--- config.mk ---
export PLATFORM = sky130hd
export DESIGN_NAME = rarmt_ctrl
export DESIGN_NICKNAME = d
export VERILOG_FILES = /design/src/sv/rarmt_pkg.sv /design/src/sv/rarmt_ctrl.sv
export SDC_FILE = /design/constraint.sdc
export NUM_CORES = 1
export LEC_CHECK = 0
export BUFFER_PORTS_ARGS = -buffer_cell sky130_fd_sc_hd__buf_2
export CORE_AREA = 4 4 52 54
export CTS_BUF_LIST = sky130_fd_sc_hd__clkbuf_8 sky130_fd_sc_hd__clkbuf_16
export DETAILED_ROUTE_END_ITERATION = 8
export DIE_AREA = 0 0 56 58
export GPL_ROUTABILITY_DRIVEN = 0
export SLEW_MARGIN = 15
export SYNTH_ARGS = -nofsm -noshare
export SYNTH_HDL_FRONTEND = slang
export SYNTH_SLANG_ARGS = --single-unit
--- constraint.sdc ---
create_clock -name clk_i -period 2.36 [get_ports clk_i]
set_input_delay 0.236 -clock clk_i [delete_from_list [all_inputs] [get_ports clk_i]]
set_output_delay 0.236 -clock clk_i [all_outputs]
set_load 0.01 [all_outputs]
--- src/sv/rarmt_pkg.sv ---
package rarmt_pkg;

  localparam int MAX_POSITIONS = 1024;
  localparam int POS_W         = 11;
  localparam int ADDR_W        = 11;
  localparam int NODE_COUNT    = 2048;
  localparam int VAL_W         = 48;
  localparam int DELTA_W       = 16;
  localparam int STACK_DEPTH   = 16;
  localparam int SP_W          = 4;

  // -1000000000 at 48 bits
  localparam logic [VAL_W-1:0] EMPTY_SENTINEL = 48'hFFFF_C465_3600;

  localparam logic OP_ADD   = 1'b0;
  localparam logic OP_QUERY = 1'b1;

  // phase stored with a pushed frame: which child was entered
  localparam logic PH_LEFT  = 1'b0;
  localparam logic PH_RIGHT = 1'b1;

  typedef enum logic [1:0] {MODE_ADD, MODE_QUERY, MODE_BUILD} mode_e;
  typedef enum logic [1:0] {RD_NONE, RD_K, RD_A, RD_B} rd_e;
  typedef enum logic [2:0] {
    WR_NONE, WR_BUILD, WR_APPLY, WR_CLRPEND, WR_CHILD, WR_COMBINE
  } wr_e;
  typedef enum logic [1:0] {GO_NONE, GO_LEFT, GO_RIGHT} go_e;

  typedef struct packed {
    logic                      op;
    logic [POS_W-1:0]          range_low;
    logic [POS_W-1:0]          range_high;
    logic signed [DELTA_W-1:0] delta;
  } in_t;

  typedef struct packed {
    logic signed [VAL_W-1:0] max_value;
    logic [POS_W-1:0]        max_position;
    logic                    range_ok;
  } out_t;

  typedef struct packed {
    logic [VAL_W-1:0] max_val;
    logic [POS_W-1:0] max_pos;
    logic [VAL_W-1:0] pend;
  } node_t;

  typedef struct packed {
    logic [ADDR_W-1:0] k;
    logic [POS_W-1:0]  l;
    logic [POS_W-1:0]  r;
    logic              phase;
  } frame_t;

  typedef struct packed {
    logic  load_item;
    logic  start_build;
    logic  start_walk;
    rd_e   rd_sel;
    wr_e   wr_sel;
    logic  acc_en;
    logic  latch_pend;
    logic  latch_a;
    logic  push;
    logic  push_phase;
    go_e   go_sel;
    logic  pop;
    logic  load_out;
  } cmd_t;

  typedef struct packed {
    logic  cfg_wr;
    mode_e mode;
    logic  ok;
    logic  covered;
    logic  leaf;
    logic  want_left;
    logic  want_right;
    logic  pend_nz;
    logic  stack_empty;
    logic  stack_full;
    logic  phase;
    logic  out_busy;
  } sts_t;

endpackage

--- src/sv/rarmt_ctrl.sv ---
module rarmt_ctrl (
  input  logic            clk_i,
  input  logic            rst_ni,
  input  logic            in_valid_i,
  output logic            in_ready_o,
  input  rarmt_pkg::sts_t sts_i,
  output rarmt_pkg::cmd_t cmd_o
);

  localparam logic [3:0] S_BOOT  = 4'd0;
  localparam logic [3:0] S_IDLE  = 4'd1;
  localparam logic [3:0] S_CHK   = 4'd2;
  localparam logic [3:0] S_ENTER = 4'd3;
  localparam logic [3:0] S_RD    = 4'd4;
  localparam logic [3:0] S_PDA   = 4'd5;
  localparam logic [3:0] S_PDB   = 4'd6;
  localparam logic [3:0] S_DESC  = 4'd7;
  localparam logic [3:0] S_RET   = 4'd8;
  localparam logic [3:0] S_POST  = 4'd9;
  localparam logic [3:0] S_CMA   = 4'd10;
  localparam logic [3:0] S_CMB   = 4'd11;
  localparam logic [3:0] S_FIN   = 4'd12;

  logic [3:0] state_q, state_d;

  // accept only when idle and no configuration write competes
  assign in_ready_o = (state_q == S_IDLE) && !sts_i.cfg_wr;

  // next state and commands
  always_comb begin
    state_d = state_q;
    cmd_o   = '0;
    cmd_o.rd_sel = rarmt_pkg::RD_NONE;
    cmd_o.wr_sel = rarmt_pkg::WR_NONE;
    cmd_o.go_sel = rarmt_pkg::GO_NONE;
    case (state_q)
      S_BOOT: begin
        cmd_o.start_build = 1'b1;
        state_d = S_ENTER;
      end
      S_IDLE: begin
        if (in_valid_i) begin
          cmd_o.load_item = 1'b1;
          state_d = S_CHK;
        end
      end
      S_CHK: begin
        if (sts_i.ok) begin
          cmd_o.start_walk = 1'b1;
          state_d = S_ENTER;
        end else begin
          state_d = S_FIN;
        end
      end
      S_ENTER: begin
        if (sts_i.mode == rarmt_pkg::MODE_BUILD) begin
          cmd_o.wr_sel = rarmt_pkg::WR_BUILD;
          if (sts_i.leaf) begin
            state_d = S_RET;
          end else begin
            cmd_o.push = 1'b1;
            cmd_o.push_phase = rarmt_pkg::PH_LEFT;
            cmd_o.go_sel = rarmt_pkg::GO_LEFT;
          end
        end else begin
          cmd_o.rd_sel = rarmt_pkg::RD_K;
          state_d = S_RD;
        end
      end
      S_RD: begin
        if (sts_i.covered) begin
          if (sts_i.mode == rarmt_pkg::MODE_ADD) begin
            cmd_o.wr_sel = rarmt_pkg::WR_APPLY;
          end else begin
            cmd_o.acc_en = 1'b1;
          end
          state_d = S_RET;
        end else begin
          cmd_o.latch_pend = 1'b1;
          if (sts_i.pend_nz) begin
            cmd_o.wr_sel = rarmt_pkg::WR_CLRPEND;
            cmd_o.rd_sel = rarmt_pkg::RD_A;
            state_d = S_PDA;
          end else begin
            state_d = S_DESC;
          end
        end
      end
      S_PDA: begin
        cmd_o.wr_sel = rarmt_pkg::WR_CHILD;
        cmd_o.rd_sel = rarmt_pkg::RD_B;
        state_d = S_PDB;
      end
      S_PDB: begin
        cmd_o.wr_sel = rarmt_pkg::WR_CHILD;
        state_d = S_DESC;
      end
      S_DESC: begin
        cmd_o.push = 1'b1;
        if (sts_i.want_left) begin
          cmd_o.push_phase = rarmt_pkg::PH_LEFT;
          cmd_o.go_sel = rarmt_pkg::GO_LEFT;
        end else begin
          cmd_o.push_phase = rarmt_pkg::PH_RIGHT;
          cmd_o.go_sel = rarmt_pkg::GO_RIGHT;
        end
        state_d = S_ENTER;
      end
      S_RET: begin
        if (sts_i.stack_empty) begin
          state_d = (sts_i.mode == rarmt_pkg::MODE_BUILD) ? S_IDLE : S_FIN;
        end else begin
          cmd_o.pop = 1'b1;
          state_d = S_POST;
        end
      end
      S_POST: begin
        if (sts_i.phase == rarmt_pkg::PH_LEFT &&
            (sts_i.mode == rarmt_pkg::MODE_BUILD || sts_i.want_right)) begin
          cmd_o.push = 1'b1;
          cmd_o.push_phase = rarmt_pkg::PH_RIGHT;
          cmd_o.go_sel = rarmt_pkg::GO_RIGHT;
          state_d = S_ENTER;
        end else if (sts_i.mode == rarmt_pkg::MODE_ADD) begin
          cmd_o.rd_sel = rarmt_pkg::RD_A;
          state_d = S_CMA;
        end else begin
          state_d = S_RET;
        end
      end
      S_CMA: begin
        cmd_o.latch_a = 1'b1;
        cmd_o.rd_sel = rarmt_pkg::RD_B;
        state_d = S_CMB;
      end
      S_CMB: begin
        cmd_o.wr_sel = rarmt_pkg::WR_COMBINE;
        state_d = S_RET;
      end
      S_FIN: begin
        if (!sts_i.out_busy) begin
          cmd_o.load_out = 1'b1;
          state_d = S_IDLE;
        end
      end
      default: state_d = S_BOOT;
    endcase
    // a configuration write restarts the rebuild
    if (sts_i.cfg_wr) begin
      cmd_o = '0;
      cmd_o.rd_sel = rarmt_pkg::RD_NONE;
      cmd_o.wr_sel = rarmt_pkg::WR_NONE;
      cmd_o.go_sel = rarmt_pkg::GO_NONE;
      cmd_o.start_build = 1'b1;
      state_d = S_ENTER;
    end
  end

  always_ff @(posedge clk_i or negedge rst_ni) begin
    if (!rst_ni) begin
      state_q <= S_BOOT;
    end else begin
      state_q <= state_d;
    end
  end

endmodule

======== Yosys cells after proc, flatten, opt, wreduce, memory -nomap -nowiden ========
Index checks and enable logic that the tools add are counted.
storage, ports and cells
  register bits after elaboration ......... 4
  bits of input ports ..................... 16
  output and inout bits ................... 18
operators by class
  reduce and logical (&&, ||, !) cells .... 10
  multiplexer cells ....................... 43
  bitwise operators ....................... 1
  equality and inequality tests ........... 16
operators by type and width
  operator                                       number
  two-way mux 4 bit                              13
  one-hot mux 4 bit (12 select lines)            1
  == test 4 bit, second input constant           5
  two-way mux 17 bit                             1
  == test 4 x 3 -> 1 bit, second input constant  4
  two-way mux 1 bit                              15
  two-way mux 2 bit                              7
  one-hot mux 3 bit (4 select lines)             1
  one-hot mux 4 bit (3 select lines)             1
  == test 4 x 2 -> 1 bit, second input constant  2
  one-hot mux 2 bit (4 select lines)             1
  two-way mux 3 bit                              2
  != test 3 bit, second input constant           2
  OR reduction 2 bit                             3
  two-way mux 5 bit                              1
  == test 4 x 1 -> 1 bit, second input constant  1
  logical NOT 4 bit                              1
  != test 4 bit, second input constant           1
  AND reduction 3 bit                            1
  == test 2 bit, second input constant           1
  logical AND 1 bit                              2
  logical NOT 2 bit                              1
  logical NOT 1 bit                              1
  logical OR 1 bit                               1
  NOT 1 bit                                      1

======== Logic depth before layout (Yosys ltp) ========
Gate-level depths: netlist of the first run.
  word-level depth ........................ 6
  depth in mapped cells ................... 6
  depth with buffers taken out ............ 5

======== Worst setup path after synthesis of the first run ========
No wires, ideal clock.
  path type ............................... reg2out
  start point ............................. register state_q[1]
  end point ............................... output cmd_o[4] in the netlist's numbering
  arrival ................................. 1.535 ns
  cell stages (with the launch flop) ...... 7
  buffers on the path ..................... 3
  data required time ...................... 2.124 ns
  setup slack ............................. 0.589 ns
  cell sequence ........................... dfrtp_1 buf_2 buf_1 mux2i_1 nand3_1 nor2_1 buf_4
RTL lines
  what                    line               source
  start, declared         rarmt_ctrl.sv:24   logic [3:0] state_q, state_d;
  start signal, assigned  rarmt_ctrl.sv:163  state_q <= state_d;
  end, declared           rarmt_ctrl.sv:7    output rarmt_pkg::cmd_t cmd_o

==> results of run 1 <==
stage by stage:
stage          worst slack, ps  area [µm²]  hold slack (ps)  total power [mW]
2_1_floorplan              589         763            -59.6             0.741
6_report                   323         992              332              1.08
3_5_place_dp               444         941             50.6             0.920
5_1_grt                    141         992              361              1.18
3_3_place_gp               455         941             39.5             0.916
4_1_cts                    336         992              330              1.07
worst max-delay path: stages, from the launching register on:
cell	delay, ps
dfrtp_1	550
nor2b_1	390
nand3_1	170
o21a_1	210
nor2_1	110
buf_2	150
where the power goes:
part	switching (mW)	internal, mW
Combinational	0.370	0.343
Clock	0.0362	0.109
Sequential	0.121	0.100
cell families (layout without fill, tap and decap cells):
kind of cell | after synthesis | after routing
compound gates | 34 | 34
buf+inv | 13 | 44
flops | 4 | 4
mux | 2 | 2
simple gates | 62 | 62
layout by cell type, fill, tap and decap left out, types with 2 or more instances in the layout:
cell type and n:
a21o_1 3, a21oi_1 12, a221o_1 2, a31oi_1 3, and3_1 2, buf_2 32, buf_4 5, clkbuf_8 3
dfrtp_1 4, inv_1 3, nand2_1 9, nand2b_1 5, nand3_1 7, nand3b_1 2, nor2_1 12, nor2b_1 6
nor3_1 2, nor3b_1 2, nor4_1 2, o21a_1 3, o21ai_0 7
area by class of cell:
type | count | area (µm²) | share of cell area
multi-input combinational | 98 | 597 | 0.602
sequential | 4 | 100 | 0.101
timing repair buffer | 38 | 208 | 0.209
inverter | 3 | 11.3 | 0.0113
clock buffer | 3 | 41.3 | 0.0416
tap | 28 | 35.0 | 0.0353
layer usage:
layer | vias up | part of all wire | GRT usage
li1 | 488 | - | -
met1 | 429 | 0.46 | 0.187
met4 | 0 | 0.0034 | 0.0475
met3 | 2 | 0.059 | 0.0379
met5 | - | 0 | 0
met2 | 40 | 0.47 | 0.240
what timing repair did:
item	4_1_cts	5_1_grt
resized for setup	0	0
buffers inserted	0	0
hold endpoints to repair	4	0
hold buffers	1	0
worst max-delay path by stage:
stage,to,slack (ps),cells after the start
CTS,cmd_o[3],340,5
floorplan,cmd_o[4],590,6
detailed placement,state_q[0],440,5
finish,cmd_o[3],320,5
global route,cmd_o[8],140,5
global placement,state_q[1],450,5
==> metrics, run 1 <==
outcome=finished, final reports clean; Final min period=2040 ps; Clock Latency Late Sink=220 ps; vias post-DR=959; Layout Nets=164; # H-tree levels=1; Synth Area in Compound Gates=0.285; synthesized-area fraction occupied by and/or/nand/nor cells=0.469; synth warn=0; r2r setup slk=410 ps; top post-synthesis cells by count=12 x a21oi_1, 12 x nor2_1, 9 x nand2_1; Synth Area in XOR/XNOR=0; Max Cap Violations=0; #FFs+latches synth=4; Worst EP arrival=1800 ps; reg2reg end=state_q[0]; pwr/cell area=1090 nW/µm²; Post-Route WL=2330 µm; fmax=491 MHz; port bufs=32; Via density=5.51; critical path type=reg2out; deepest clock path buffer count=2; Final ANT Viol Nets=0; hold path endpoint=state_q[2]; clk_skew=5.97 ps; Post-synth EDFFs=0; Die H=58 µm; Pre-antenna DRT Iters=5; DRC viols=0; Final Cycle Share=0.863; Primary FF master, synth=dfrtp_1; Critical Path RT=2120 ps; Num CTS Buffers=3; Hold Violations, Final=0; biggest area consumer among synthesized cells=dfrtp_1; CTS tree=built; RSZ-0062 raised after global routing=false; Max VDD drop=721 µV; adder-cell area share of the yosys netlist=0; Setup crit start kind=flop; largest family of logic cells by synthesized area=simple AND/OR/NAND/NOR gates; CP Max Fanout=14; fin. max-slew vios=0; mux contribution to synthesized area=0.0279; Reg clk slew, reported paths=30 ps; clock sink total=4; post-DP HPWL=1800 µm; P&R area growth vs syn=30.0%; critical path launch point=state_q[2]; Top Ports=34; Final Setup Violations=0; Synth Area per Inst=6.64 µm²; reg2reg path depth=5; filler cell count=247; Initial Utilization=0.345; Max-slew headroom=0.702; gr ovfl total=0; pin count of the biggest net entering global routing=17; Syn Nets=131; vias in the first global route=857; Top reg by flops=state_q; Yosys cell types=42; Seq/Total Area, Yosys=0.131; CORE AREA=2210 µm²; CTS Root Cell=clkbuf_8; number of diodes=0; P_leak=0.467 nW; Setup crit end kind=output port; Post-Route Utilization=0.449; Top Registers=state_q: 4 flops; hold path depth=2; FF-to-FF Start=state_q[0]; first-pass GRT wire length=3840 µm; max FFs per register=4; post-route setup TNS=0 ps; top cells by area, synth=dfrtp_1 13%, a21oi_1 7.9%, nor2_1 5.9%; num rows=17; Post-Syn Instances=115; hold_sp=sts_i[12]; cell area after synthesis=763 µm²; Hold/Removal Path Class=in2reg; die footprint=3250 µm²; Synth top area share=0.131; initial antenna violation count=0; non-filler cells, final=174; fraction of layout instances using a drive strength above 1=0.308; drt first-iter violations=14; Placed Cells=170; Die X=56 µm; ys async rst share=1.00; wire length per cell=13.4 µm; Tightest Pin Transition=448 ps; GRT Total Usage=0.146
Power figures use the tool's default switching activity.
==> run 2: changes to the inputs <==
Settings changed: HOLD_SLACK_MARGIN from default to 0.12, REMOVE_ABC_BUFFERS from default to 1.
==> run 2 against run 1 <==
  * Clock skew is 3.7 ps lower
  * Critical path type unchanged
  * Worst setup slack worse by 7.5 ps
  * Non-clock buffer count stayed put
  * First-iteration DRC count is 50% higher
  * Worst hold slack better by 4.7 ps
  * Critical path depth stayed put
  * Die area stayed put
  * Maximum frequency is 0.37% lower
  * Largest power group unchanged
  * Register-to-register slack hardly changed
  * Sequential power hardly changed
  * Wire length is 1.6% higher
==> metrics, run 2 (synthesis results as in run 1) <==
Final min period=2040 ps (+7.50 ps); DRC viols=0 (unchanged); Num CTS Buffers=3 (unchanged); RSZ-0062 raised after global routing=false; Clock Latency Late Sink=220 ps (about the same); Layout Nets=164 (unchanged); die footprint=3250 µm² (unchanged); gr ovfl total=0 (unchanged); Die H=58 µm (unchanged); number of diodes=0 (unchanged); CTS tree=built; P_leak=0.465 nW (-0.44%); Worst EP arrival=1810 ps (about the same); CORE AREA=2210 µm² (unchanged); critical path's largest stage delay=560 ps (about the same); postcts setup bufs=0 (unchanged); CP Max Fanout=22 (+8); Setup crit end kind=output port; Int Power=0.552 mW (about the same); wire length per cell=13.6 µm (+1.6%); Final Setup Violations=0 (unchanged); port bufs=32 (unchanged); worst path cell trace=nor2b_1, nand3_1, o21a_1, nor2_1, buf_2; post-route setup TNS=0 ps (unchanged); initial antenna violation count=0 (unchanged); max FFs per register=4 (unchanged); pin count of the biggest net entering global routing=23 (+6); clk_skew=2.28 ps (-3.69 ps); CTS Root Cell=clkbuf_8; drt first-iter violations=21 (+7); Top Ports=34 (unchanged); multi-input logic area=597 µm² (unchanged); GRT Total Usage=0.148 (+0.00139); slowest stage cell, crit path=dfrtp_2; Max Cap Violations=0 (unchanged); critical path type=reg2out; Tightest Pin Transition=491 ps (+43.4 ps); outcome=finished, final reports clean; vias in the first global route=917 (+7.0%); Seq pwr share=0.206 (about the same); Max VDD drop=511 µV (-29%); Final Cycle Share=0.866 (+0.00318); P&R area growth vs syn=30.2%; Max-slew headroom=0.673 (-0.0289); Pre-antenna DRT Iters=4 (-1); Setup crit start kind=flop; vias post-DR=965 (+0.63%); Comb pwr share=0.661 (about the same); post-DP HPWL=1820 µm (+1.4%); clock sink total=4 (unchanged); switching power share of the total=0.486 (-0.00258); Register Area=101 µm² (+1.2%); Post-Route WL=2370 µm (+1.6%); Via density=5.55 (+0.63%); Critical Path RT=2120 ps (about the same); Top Registers=state_q: 4 flops; Hold/Removal Path Class=in2reg; Initial Utilization=0.345 (unchanged); clock share of power=0.134 (about the same); num rows=17 (unchanged); Finished Cell Area=993 µm² (+0.13%); fin. max-slew vios=0 (unchanged); post-place setup slack=292 ps (-151 ps); Hold Violations, Final=0 (unchanged); # H-tree levels=1 (unchanged); filler cell count=252 (+2.0%); first-pass GRT wire length=3910 µm (+1.8%); Psw=0.523 mW (-0.94%); Final WS setup=315 ps (-7.50 ps); most common cell after layout, fill and taps aside=buf_2; DP Area=941 µm² (unchanged); fraction of layout instances using a drive strength above 1=0.315 (+0.00685); pwr/cell area=1080 nW/µm² (-0.54%); commonest non-fill, non-tap cells in the layout=32 x buf_2, 12 x nor2_1, 12 x a21oi_1; Top reg by flops=state_q; deepest clock path buffer count=2 (unchanged); fmax=489 MHz (-0.37%); Die X=56 µm (unchanged); Final ANT Viol Nets=0 (unchanged); Reg clk slew, reported paths=30 ps (about the same)
[run 2: cell counts in the layout (fill, tap and decap cells not counted)]
Identical to the previous run, type by type.
[run 2: layout make-up]
class,count,area share
inverters,3,0.0113
flip-flops and latches,4,0.102
repair buffers,38,0.209
clock buffers,3,0.0416
well taps,28,0.0353
multi-input cells,98,0.601
[run 2: layer usage]
metal  routed length (µm)  vias up  track usage
met5                    0        -            0
met4                    0        0       0.0508
met3                   98        0       0.0245
met2                 1180       23        0.257
met1                 1100      455        0.184
li1                     -      487            -
[run 2: per-stage QoR]
| step | power [mW] | instances | hold slack (ps) | util |
|---|---|---|---|---|
| 4_1_cts | 1.07 | 174 | 328 | 0.449 |
| 2_1_floorplan | 0.675 | 105 | -59.6 | - |
| 5_1_grt | 1.18 | 174 | 354 | 0.449 |
| 6_report | 1.07 | 174 | 337 | 0.449 |
| 3_3_place_gp | 0.912 | 170 | 40.5 | 0.425 |
| 3_5_place_dp | 0.919 | 170 | 47.3 | 0.425 |
[run 2: repair_timing]
action | CTS | global route
hold endpoints to repair | 4 | 0
endpoints found under the setup margin | 0 | 2
hold buffers | 1 | 0
gates resized for setup | 0 | 1
[run 2: power groups by stage]
stage          clock network (mW)  logic (mW)  registers [mW]
2_1_floorplan                   0       0.447           0.229
3_3_place_gp                    0       0.696           0.216
3_5_place_dp                    0       0.702           0.217
4_1_cts                     0.147       0.709           0.215
5_1_grt                     0.154       0.794           0.236
6_report                    0.144       0.710           0.221
[run 2: critical path: cells and delay by family, from the launching register on]
kind | cells | cell delay [ps]
simple gates | 3 | 670
compound gates | 1 | 210
buf+inv | 1 | 150
flops | 1 | 560
[run 2: final timing paths]
path | start | cells after the start | to | slack (ps)
max in group asynchronous | rst_ni | 2 | state_q[2] | 1880
min in group asynchronous | rst_ni | 2 | state_q[0] | 350
worst min-delay path | sts_i[12] | 2 | state_q[2] | 340
worst min register to register | state_q[0] | 2 | state_q[0] | 720
worst max register to register | state_q[3] | 5 | state_q[1] | 410
worst max-delay path | state_q[2] | 5 | cmd_o[3] | 320
==> run 3: changes to the inputs <==
Settings changed: ABC_AREA from default to 1, BUFFER_PORTS_ARGS -buffer_cell sky130_fd_sc_hd__buf_2 to default, CORE_AREA 4 4 52 54 to 4 4 50 52, DIE_AREA 0 0 56 58 to 0 0 54 56, DONT_BUFFER_PORTS from default to 1.
==> run 3 against run 2 <==
  * Via count is 13% lower
  * Global-route usage is 0.34 points lower
  * Combinational power is 25% lower
  * Critical path type unchanged
  * Critical endpoint unchanged
==> metrics, run 3 <==
Final Setup Violations=0 (unchanged); Post-Route Utilization=0.357 (-0.0920); most common cell after layout, fill and taps aside=nand2_1; Max VDD drop=671 µV (+31%); largest family of logic cells by synthesized area=simple AND/OR/NAND/NOR gates; Critical Path RT=2120 ps (about the same); Final WS setup=505 ps (+190 ps); Setup crit end kind=output port; Post-Route WL=2000 µm (-16%); number of diodes=0 (unchanged); fmax=539 MHz (+10%); Die H=56 µm (-3.4%); Top reg by flops=state_q; PostCTS Resize Cnt=0 (unchanged); Clock Latency Late Sink=210 ps (about the same); synth warn=0 (unchanged); worst path cell trace=inv_1, nor2_4, nand2_2, nor2_4, nor2_1, nor2_1; Max Cap Violations=0 (unchanged); post-place setup slack=741 ps (+449 ps); postcts setup bufs=0 (unchanged); Primary FF master, synth=dfrtp_1; num rows=17 (unchanged); Top Registers=state_q: 4 flops; fraction of layout instances using a drive strength above 1=0.119 (-0.197); drt first-iter violations=29 (+38%); CP Max Fanout=7 (-68%); critical path type=reg2out; pwr/cell area=1130 nW/µm² (+4.1%); die footprint=3020 µm² (-6.9%); ys async rst share=1.00 (unchanged); Via density=5.14 (-7.3%); DRC viols=0 (unchanged); P&R area growth vs syn=10.3%; Yosys cell types=20 (-52%); top post-synthesis cells by count=41 x nand2_1, 27 x nor2_1, 14 x nand3_1; Initial Utilization=0.324 (-0.0212); Placed Cells=159 (-6.5%); total power=0.847 mW (-21%); RSZ-0062 raised after global routing=false; critical path's largest stage delay=460 ps (-100 ps); Tightest Pin Transition=397 ps (-93.9 ps); adder-cell area share of the yosys netlist=0 (unchanged); biggest area consumer among synthesized cells=nand2_1; Post-CTS Hold Buffers=1 (unchanged); top cells by area, synth=nand2_1 23%, nor2_1 15%, dfrtp_1 15%; count leader, synth=nand2_1; first-pass GRT wire length=3340 µm (-14%); CTS Root Cell=clkbuf_8; Hold Violations, Final=0 (unchanged); Final ANT Viol Nets=0 (unchanged); Post-synth EDFFs=0 (unchanged); Pre-antenna DRT Iters=5 (+1); vias post-DR=838 (-13%); Final min period=1850 ps (-190 ps); mux contribution to synthesized area=0 (-0.0279); #FFs+latches synth=4 (unchanged); vias in the first global route=797 (-13%); DP Area=701 µm² (-26%); fin. max-slew vios=0 (unchanged); non-filler cells, final=163 (-6.3%); hold slack=139 ps (-198 ps); Setup crit start kind=flop; GRT Total Usage=0.144 (-0.00341); Reg clk slew, reported paths=30 ps (about the same); Layout Nets=153 (-6.7%); slowest stage cell, crit path=dfrtp_1; pin count of the biggest net entering global routing=16 (-30%); Die X=54 µm (-3.6%); # H-tree levels=1 (unchanged); post-route setup TNS=0 ps (unchanged); Worst EP arrival=1620 ps (-190 ps); Seq/Total Area, Yosys=0.147 (+0.0156); cell area after synthesis=682 µm² (-11%); Synth Area in XOR/XNOR=0 (unchanged); Hold/Removal Path Class=in2reg; CTS tree=built; P_leak=0.421 nW (-9.4%); wire length per cell=12.3 µm (-10%); Final Cycle Share=0.786 (-0.0804); synthesized-area fraction occupied by and/or/nand/nor cells=0.650 (+0.181); initial antenna violation count=0 (unchanged); max FFs per register=4 (unchanged); clk_skew=0.734 ps (-1.55 ps); CORE AREA=2110 µm² (-4.8%); Synth Area in Compound Gates=0.0972 (-0.188); Synth Area per Inst=5.09 µm² (-23%); gr ovfl total=0 (unchanged); post-DP HPWL=1620 µm (-11%); clock sink total=4 (unchanged); deepest clock path buffer count=2 (unchanged); outcome=finished, final reports clean; Top Ports=34 (unchanged); port bufs=0 (-100%); Synth top area share=0.226 (+0.0945); Max-slew headroom=0.735 (+0.0620); commonest non-fill, non-tap cells in the layout=41 x nand2_1, 27 x nor2_1, 14 x nand3_1; Finished Cell Area=752 µm² (-24%); Num CTS Buffers=3 (unchanged); Post-Syn Instances=134 (+17%)
[run 3: cell families (layout without fill, tap and decap cells)]
family,Yosys count,after routing
buffers and inverters,18,19
AOI/OAI and AO/OA,13,13
DFF,4,4
and+or+nand+nor,99,99
[run 3: layer usage]
| layer | global-route usage | routed length, µm | share of wire |
|---|---|---|---|
| met1 | 0.195 | 891 | 0.45 |
| met2 | 0.216 | 938 | 0.47 |
| met4 | 0.0534 | 6 | 0.0030 |
| met3 | 0.0349 | 161 | 0.081 |
| met5 | 0 | 0 | 0 |
[run 3: final timing paths]
path | start | depth (start not counted) | slack, ps | endpoint
worst max-delay path | state_q[3] | 6 | 510 | cmd_o[3]
max in group asynchronous | rst_ni | 1 | 1910 | state_q[2]
min in group asynchronous | rst_ni | 1 | 290 | state_q[0]
worst min register to register | state_q[0] | 2 | 640 | state_q[0]
worst min-delay path | sts_i[12] | 2 | 140 | state_q[0]
worst max register to register | state_q[3] | 8 | 920 | state_q[1]
[run 3: worst max-delay path, delay by kind of cell, from the launching register on]
family | cells | cell delay, ps
AND/OR/NAND/NOR | 5 | 790
flip-flops | 1 | 460
buffers and inverters | 1 | 160
[run 3: layout make-up]
class	count	area (µm²)
Clock buffer	3	41.3
Fill cell	242	1350
Inverter	15	56.3
Multi-Input combinational cell	112	509
Sequential cell	4	100
Tap cell	28	35.0
Timing Repair Buffer	1	10.0
[run 3: power breakdown]
part / internal [mW] / switching, mW
registers: 0.101 / 0.0763
logic: 0.165 / 0.364
clock network: 0.108 / 0.0312
